===== config.mk =====
export PLATFORM = sky130hd
export DESIGN_NAME = iir_lpf_ctrl
export DESIGN_NICKNAME = d
export VERILOG_FILES = /design/src/iir_lpf_pkg.sv /design/src/iir_lpf_ctrl.sv
export SDC_FILE = /design/constraint.sdc
export NUM_CORES = 1
export LEC_CHECK = 0
export BUFFER_PORTS_ARGS = -buffer_cell sky130_fd_sc_hd__buf_4
export CAP_MARGIN = 25
export CORE_MARGIN = 2
export CORE_UTILIZATION = 35
export DETAILED_ROUTE_END_ITERATION = 8
export SYNTH_ARGS = -nofsm -noshare
export SYNTH_HDL_FRONTEND = slang
export SYNTH_SLANG_ARGS = --single-unit

===== constraint.sdc =====
create_clock -name clk_i -period 2.2 [get_ports clk_i]
set_clock_uncertainty 0.2 [all_clocks]
set_input_delay 0.44 -clock clk_i [delete_from_list [all_inputs] [get_ports clk_i]]
set_output_delay 0.44 -clock clk_i [all_outputs]
set_load 0.03 [all_outputs]

===== src/iir_lpf_pkg.sv =====
// Shared types and constants for the 8th-order Butterworth lowpass IIR.
// Holds the fixed coefficient tables, widths and the controller command bundle.
// No dependencies.
`timescale 1ns / 1ps
`default_nettype none

package iir_lpf_pkg;

  // defaults for the top-level parameters
  localparam int NUM_TAPS_DEF     = 9;
  localparam int DEN_TAPS_DEF     = 9;
  localparam int SAMPLE_WIDTH_DEF = 24;
  localparam int STATE_WIDTH_DEF  = 64;

  localparam int MAX_TAPS = 16;
  localparam int TAP_W    = $clog2(MAX_TAPS);
  localparam int COEF_W   = 64;
  localparam int HALF_W   = COEF_W / 2;
  localparam int MUL_W    = HALF_W + 1;
  localparam int PROD_W   = 2 * MUL_W;
  localparam int ACC_W    = 2 * COEF_W;
  localparam int SHIFT_W  = $clog2(ACC_W);
  localparam int CFRAC    = 56;

  // partial product select: bit 0 picks the coefficient half, bit 1 the data half
  localparam logic [1:0] PART_FIRST    = 2'd0;
  localparam logic [1:0] PART_LAST_NUM = 2'd1;
  localparam logic [1:0] PART_LAST_DEN = 2'd3;

  typedef struct packed {
    logic             start;   // new sample taken, clear accumulator
    logic             issue;   // partial product issued this cycle
    logic             den;     // feedback tap
    logic [TAP_W-1:0] tap;
    logic [1:0]       part;
    logic             round;   // form y and shift the histories
    logic             finish;  // load the output register
  } cmd_t;

  // powers of ten
  localparam logic [ACC_W-1:0] P10_12 = 128'd1000000000000;
  localparam logic [ACC_W-1:0] P10_11 = P10_12 / 10;
  localparam logic [ACC_W-1:0] P10_13 = P10_12 * 10;
  localparam logic [ACC_W-1:0] P10_21 = P10_12 * 128'd1000000000;
  localparam logic [ACC_W-1:0] P10_22 = P10_21 * 10;
  localparam logic [ACC_W-1:0] P10_23 = P10_22 * 10;
  localparam logic [ACC_W-1:0] P10_24 = P10_23 * 10;

  // magnitudes, round(m * 2^56 / 10^d) half away from zero
  localparam logic [ACC_W-1:0] NC0_M =
    ((128'd5285919273356 << CFRAC) + (P10_24 >> 1)) / P10_24;
  localparam logic [ACC_W-1:0] NC1_M =
    ((128'd4228735418685 << CFRAC) + (P10_23 >> 1)) / P10_23;
  localparam logic [ACC_W-1:0] NC2_M =
    ((128'd148005739654 << CFRAC) + (P10_21 >> 1)) / P10_21;
  localparam logic [ACC_W-1:0] NC3_M =
    ((128'd2960114793079 << CFRAC) + (P10_22 >> 1)) / P10_22;
  localparam logic [ACC_W-1:0] NC4_M =
    ((128'd3700143491349 << CFRAC) + (P10_22 >> 1)) / P10_22;

  localparam logic [ACC_W-1:0] DC1_M =
    ((128'd7590687094437 << CFRAC) + (P10_12 >> 1)) / P10_12;
  localparam logic [ACC_W-1:0] DC2_M =
    ((128'd2521812014273 << CFRAC) + (P10_11 >> 1)) / P10_11;
  localparam logic [ACC_W-1:0] DC3_M =
    ((128'd4789335424121 << CFRAC) + (P10_11 >> 1)) / P10_11;
  localparam logic [ACC_W-1:0] DC4_M =
    ((128'd5687002612068 << CFRAC) + (P10_11 >> 1)) / P10_11;
  localparam logic [ACC_W-1:0] DC5_M =
    ((128'd4323484983982 << CFRAC) + (P10_11 >> 1)) / P10_11;
  localparam logic [ACC_W-1:0] DC6_M =
    ((128'd2055056514782 << CFRAC) + (P10_11 >> 1)) / P10_11;
  localparam logic [ACC_W-1:0] DC7_M =
    ((128'd558382515593 << CFRAC) + (P10_11 >> 1)) / P10_11;
  localparam logic [ACC_W-1:0] DC8_M =
    ((128'd6640049215241 << CFRAC) + (P10_13 >> 1)) / P10_13;

  localparam logic [COEF_W-1:0] NUM_COEF [MAX_TAPS] = '{
    COEF_W'(NC0_M), COEF_W'(NC1_M), COEF_W'(NC2_M), COEF_W'(NC3_M),
    COEF_W'(NC4_M), COEF_W'(NC3_M), COEF_W'(NC2_M), COEF_W'(NC1_M),
    COEF_W'(NC0_M), '0, '0, '0, '0, '0, '0, '0
  };

  // leading denominator term is 1 and never used
  localparam logic [COEF_W-1:0] DEN_COEF [MAX_TAPS] = '{
    '0,
    COEF_W'(ACC_W'(0) - DC1_M), COEF_W'(DC2_M),
    COEF_W'(ACC_W'(0) - DC3_M), COEF_W'(DC4_M),
    COEF_W'(ACC_W'(0) - DC5_M), COEF_W'(DC6_M),
    COEF_W'(ACC_W'(0) - DC7_M), COEF_W'(DC8_M),
    '0, '0, '0, '0, '0, '0, '0
  };

endpackage

`default_nettype wire


===== src/iir_lpf_ctrl.sv =====
// Sequencer for the IIR lowpass: walks numerator and feedback taps through
// the shared multiplier, then rounding and output load. Uses iir_lpf_pkg.
`timescale 1ns / 1ps
`default_nettype none

module iir_lpf_ctrl import iir_lpf_pkg::*; #(
  parameter int NUM_TAPS = NUM_TAPS_DEF,
  parameter int DEN_TAPS = DEN_TAPS_DEF
) (
  input  logic clk_i,
  input  logic rst_ni,
  input  logic in_valid_i,
  output logic in_ready_o,
  input  logic out_free_i,
  output cmd_t cmd_o
);

  localparam int NT_USE = (NUM_TAPS > MAX_TAPS) ? MAX_TAPS : NUM_TAPS;
  localparam int DT_USE = (DEN_TAPS > MAX_TAPS) ? MAX_TAPS : DEN_TAPS;

  typedef enum logic [4:0] {
    ST_IDLE  = 5'b00001,
    ST_MAC   = 5'b00010,
    ST_DRAIN = 5'b00100,
    ST_ROUND = 5'b01000,
    ST_FINAL = 5'b10000
  } state_e;

  state_e           state_q, state_d;
  logic [TAP_W-1:0] tap_q, tap_d;
  logic [1:0]       part_q, part_d;
  logic             den_q, den_d;
  logic             accept;
  logic             last_part;

  assign in_ready_o = (state_q == ST_IDLE);
  assign accept     = in_valid_i & in_ready_o;
  assign last_part  = den_q ? (part_q == PART_LAST_DEN) : (part_q == PART_LAST_NUM);

  always_comb begin
    state_d = state_q;
    tap_d   = tap_q;
    part_d  = part_q;
    den_d   = den_q;
    unique case (state_q)
      ST_IDLE: begin
        if (accept) begin
          state_d = ST_MAC;
          tap_d   = '0;
          part_d  = PART_FIRST;
          den_d   = 1'b0;
        end
      end
      ST_MAC: begin
        if (!last_part) begin
          part_d = part_q + 2'd1;
        end else begin
          part_d = PART_FIRST;
          if (den_q) begin
            if (tap_q == TAP_W'(DT_USE - 1)) begin
              state_d = ST_DRAIN;
            end else begin
              tap_d = tap_q + TAP_W'(1);
            end
          end else if (tap_q == TAP_W'(NT_USE - 1)) begin
            // feedback taps start at index one
            den_d = 1'b1;
            tap_d = TAP_W'(1);
          end else begin
            tap_d = tap_q + TAP_W'(1);
          end
        end
      end
      ST_DRAIN: state_d = ST_ROUND;
      ST_ROUND: state_d = ST_FINAL;
      ST_FINAL: begin
        if (out_free_i) begin
          state_d = ST_IDLE;
        end
      end
      default: state_d = ST_IDLE;
    endcase
  end

  always_ff @(posedge clk_i or negedge rst_ni) begin
    if (!rst_ni) begin
      state_q <= ST_IDLE;
      tap_q   <= '0;
      part_q  <= PART_FIRST;
      den_q   <= 1'b0;
    end else begin
      state_q <= state_d;
      tap_q   <= tap_d;
      part_q  <= part_d;
      den_q   <= den_d;
    end
  end

  always_comb begin
    cmd_o.start  = accept;
    cmd_o.issue  = (state_q == ST_MAC);
    cmd_o.den    = den_q;
    cmd_o.tap    = tap_q;
    cmd_o.part   = part_q;
    cmd_o.round  = (state_q == ST_ROUND);
    cmd_o.finish = (state_q == ST_FINAL) & out_free_i;
  end

endmodule

`default_nettype wire


==> results.toml <==
[status]
status = "finished, final reports clean"

[die]
pin_count = 16
start_util_pct = 36.5
dieArea_um2 = 2400
num_rows = 16
dieWidth_um = 49.0
coreArea_um2 = 1940
die-height_um = 49.0

[synthesis]
synth_top_area_share_pct = 38.8
ys_top_cells_by_count = "11 x dfrtp_1, 6 x a21oi_1, 6 x nor2_1, 5 x inv_1, 4 x nand2_1"
synth_edf_count = 0
synth.avg_cell_area_um2 = 9.72
synthesis.nets = 79
yosysTopAreaCell = "dfrtp_1"
ys.flop_type = "dfrtp_1"
synth_warnings = 0
synth-seq-cells = 12
synthArstFlopShare_pct = 100
syn_inst = 73
syn_area_um2 = 709
synth.area.top_cells = "dfrtp_1 39%, a21oi_1 4.2%, a41oi_4 3.9%"
synth_most_common_cell = "dfrtp_1"
yosysUniqueCellTypes = 31
ys_seq_area_share_pct = 42.5

[setup_path]
end_kind = "output port"
cp.arrival_ns = 1.52
worstPathRequired_ns = 1.56
worstSetupPathType = "reg2out"
start_kind = "register"
r2r_start = "state_q[2]"
crit_path_max_fanout = 3
max_stage_delay_ns = 0.40
crit_start = "state_q[2]"
cp_cell_sequence = "or3_4, or2_4, clkinv_4, buf_6"
reg2regPathDepth = 5
crit_slowest_cell = "dfrtp_1"

[routing]
via_per_inst = 5.03
wirelength_mm = 1.38
dr_wl_met3_um = 51
drt-pass1-iter-count = 5
met2_length_um = 680
antenna_left = 0
highest_layer = "met3"
drt-initial-drc-count = 11
wl_per_cell_um = 11.4
drc = 0
wl_met1_um = 652
route.vias.total = 609

[placement]
gp_congestion = 0.808
portBuffers = 15
place_hpwl_mm = 1.02
placed_cell_area_um2 = 833
dp_worst_setup_slack_ns = 0.246

[timing]
hold_viol_final = 0
timing.final.crit_share_pct = 98.0
setup_slack_ns = 0.0445
slew_violations = 0
slew-limit-headroom_pct = 78.7
finalSetupViolations = 0
rsz0062_at_grt = "yes"
timing.fmax_mhz = 464
worst_pin_slew_ns = 0.317
period_needed_ns = 2.16

[clocking]
cts_buffers = 3
clock_sinks = 12
htree_levels = 1
cts.clk_slew.worst_paths_ns = 0.08
clock_path_buffers = 2
cts_tree = "built"
cts_root_buf = "clkbuf_4"
clk_latency_ns = 0.27

[cells_and_area]
area_growth_pct = 28.7
nNetsFinal = 101
drive_above_1_share_pct = 31.9
final_core_utilization_pct = 47.0
antenna_cells = 0
final_cell_area_um2 = 913

[power_and_ir_drop]
vdd_drop_max_mv = 0.286
powerDensity_nw_per_um2 = 451
leakage_nw = 0.452

[worst_hold_path]
hp-class = "reg2reg"
min-delay-start = "state_q[1]"
min_path_cells = 1

[global_route]
grt_pass1_vias = 587
grt_first_pass_wirelength_mm = 2.50
grt_max_degree = 13
antenna_found_initial = 0
grtUsageTotal_pct = 13.5
overflow = 0

[run]
drv_cap = 0
registers in the layout, summed over array words and instances (netlist names):
signal	count
tap_q	4
state_q	5
part_q	2
den_q	1
routing by layer:
metal	track usage (%)	vias to the layer above
met5	0	-
li1	-	303
met4	8.57	0
met3	2.15	0
met2	22.6	13
met1	16.2	293
path summary, 6_finish.rpt:
kind / endpoint / slack [ns]
setup / recovery: cmd_o[10] / 0.04
hold / removal: state_q[4] / 0.32
setup reg to reg: tap_q[1] / 0.46
hold reg to reg: state_q[4] / 0.32
max in group asynchronous: state_q[0] / 1.21
min in group asynchronous: state_q[2] / 0.35
report_power, final:
part	internal [mW]	switching [mW]
sequential	0.221	0
combinational	0.00755	0.00955
clock	0.101	0.0733
cell usage in the layout (no fill, tap or decap), types with 2 or more instances in the layout:
cell type / netlist / layout
a22o_1: 2 / 2
nand3b_1: 3 / 3
buf_4: 3 / 18
dfrtp_1: 11 / 11
ha_1: 2 / 2
nand3_1: 2 / 2
a21oi_1: 6 / 6
xnor2_1: 2 / 2
nor3_1: 2 / 2
nand2_1: 4 / 4
inv_1: 5 / 5
nor2_1: 6 / 6
a21o_1: 2 / 2
nand2b_1: 2 / 2
nor3b_1: 2 / 2
o21ai_0: 3 / 3
nor4_1: 2 / 2
clkbuf_4: 0 / 3
metrics by stage:
step	hold slack (ns)	std cells	power, mW	TNS [ns]
final	0.317	121	0.412	0
after floorplan	-0.0556	73	0.230	0
after detailed placement	0.0893	112	0.241	0
after CTS	0.315	121	0.417	0
after global placement	0.0905	112	0.241	0
after global routing	0.364	121	0.430	-0.0274
critical path: cells and delay by family, from the launching register on:
kind,cells,cell delay (ns)
DFF,1,0.40
buffers and inverters,2,0.18
and+or+nand+nor,2,0.66
kinds of logic (layout without fill, tap and decap cells):
group | after synthesis | count (layout) | share of synthesized area, %
simple gates | 32 | 32 | 27.2
compound gates | 15 | 15 | 15.9
flops | 12 | 12 | 42.5
buf+inv | 9 | 30 | 7.05
fa+ha+maj | 2 | 2 | 3.53
xor+xnor | 2 | 2 | 2.47
mux | 1 | 1 | 1.41
layout make-up:
cell class	count	area, um^2
fill	201	1030
timing repair buffer	20	156
inverter	6	27.5
tap	27	33.8
clock buffer	4	36.3
multi-input combinational	52	358
sequential	12	302
what timing repair did:
action	4_1_cts	5_1_grt
hold buffers	1	0
pin swaps	0	1
endpoints found under the setup margin	1	2
setup buffers	4	0
gates cloned	0	0
hold endpoints to repair	11	0
resized for setup	1	0
No activity file was read; power rests on OpenSTA's default activity.
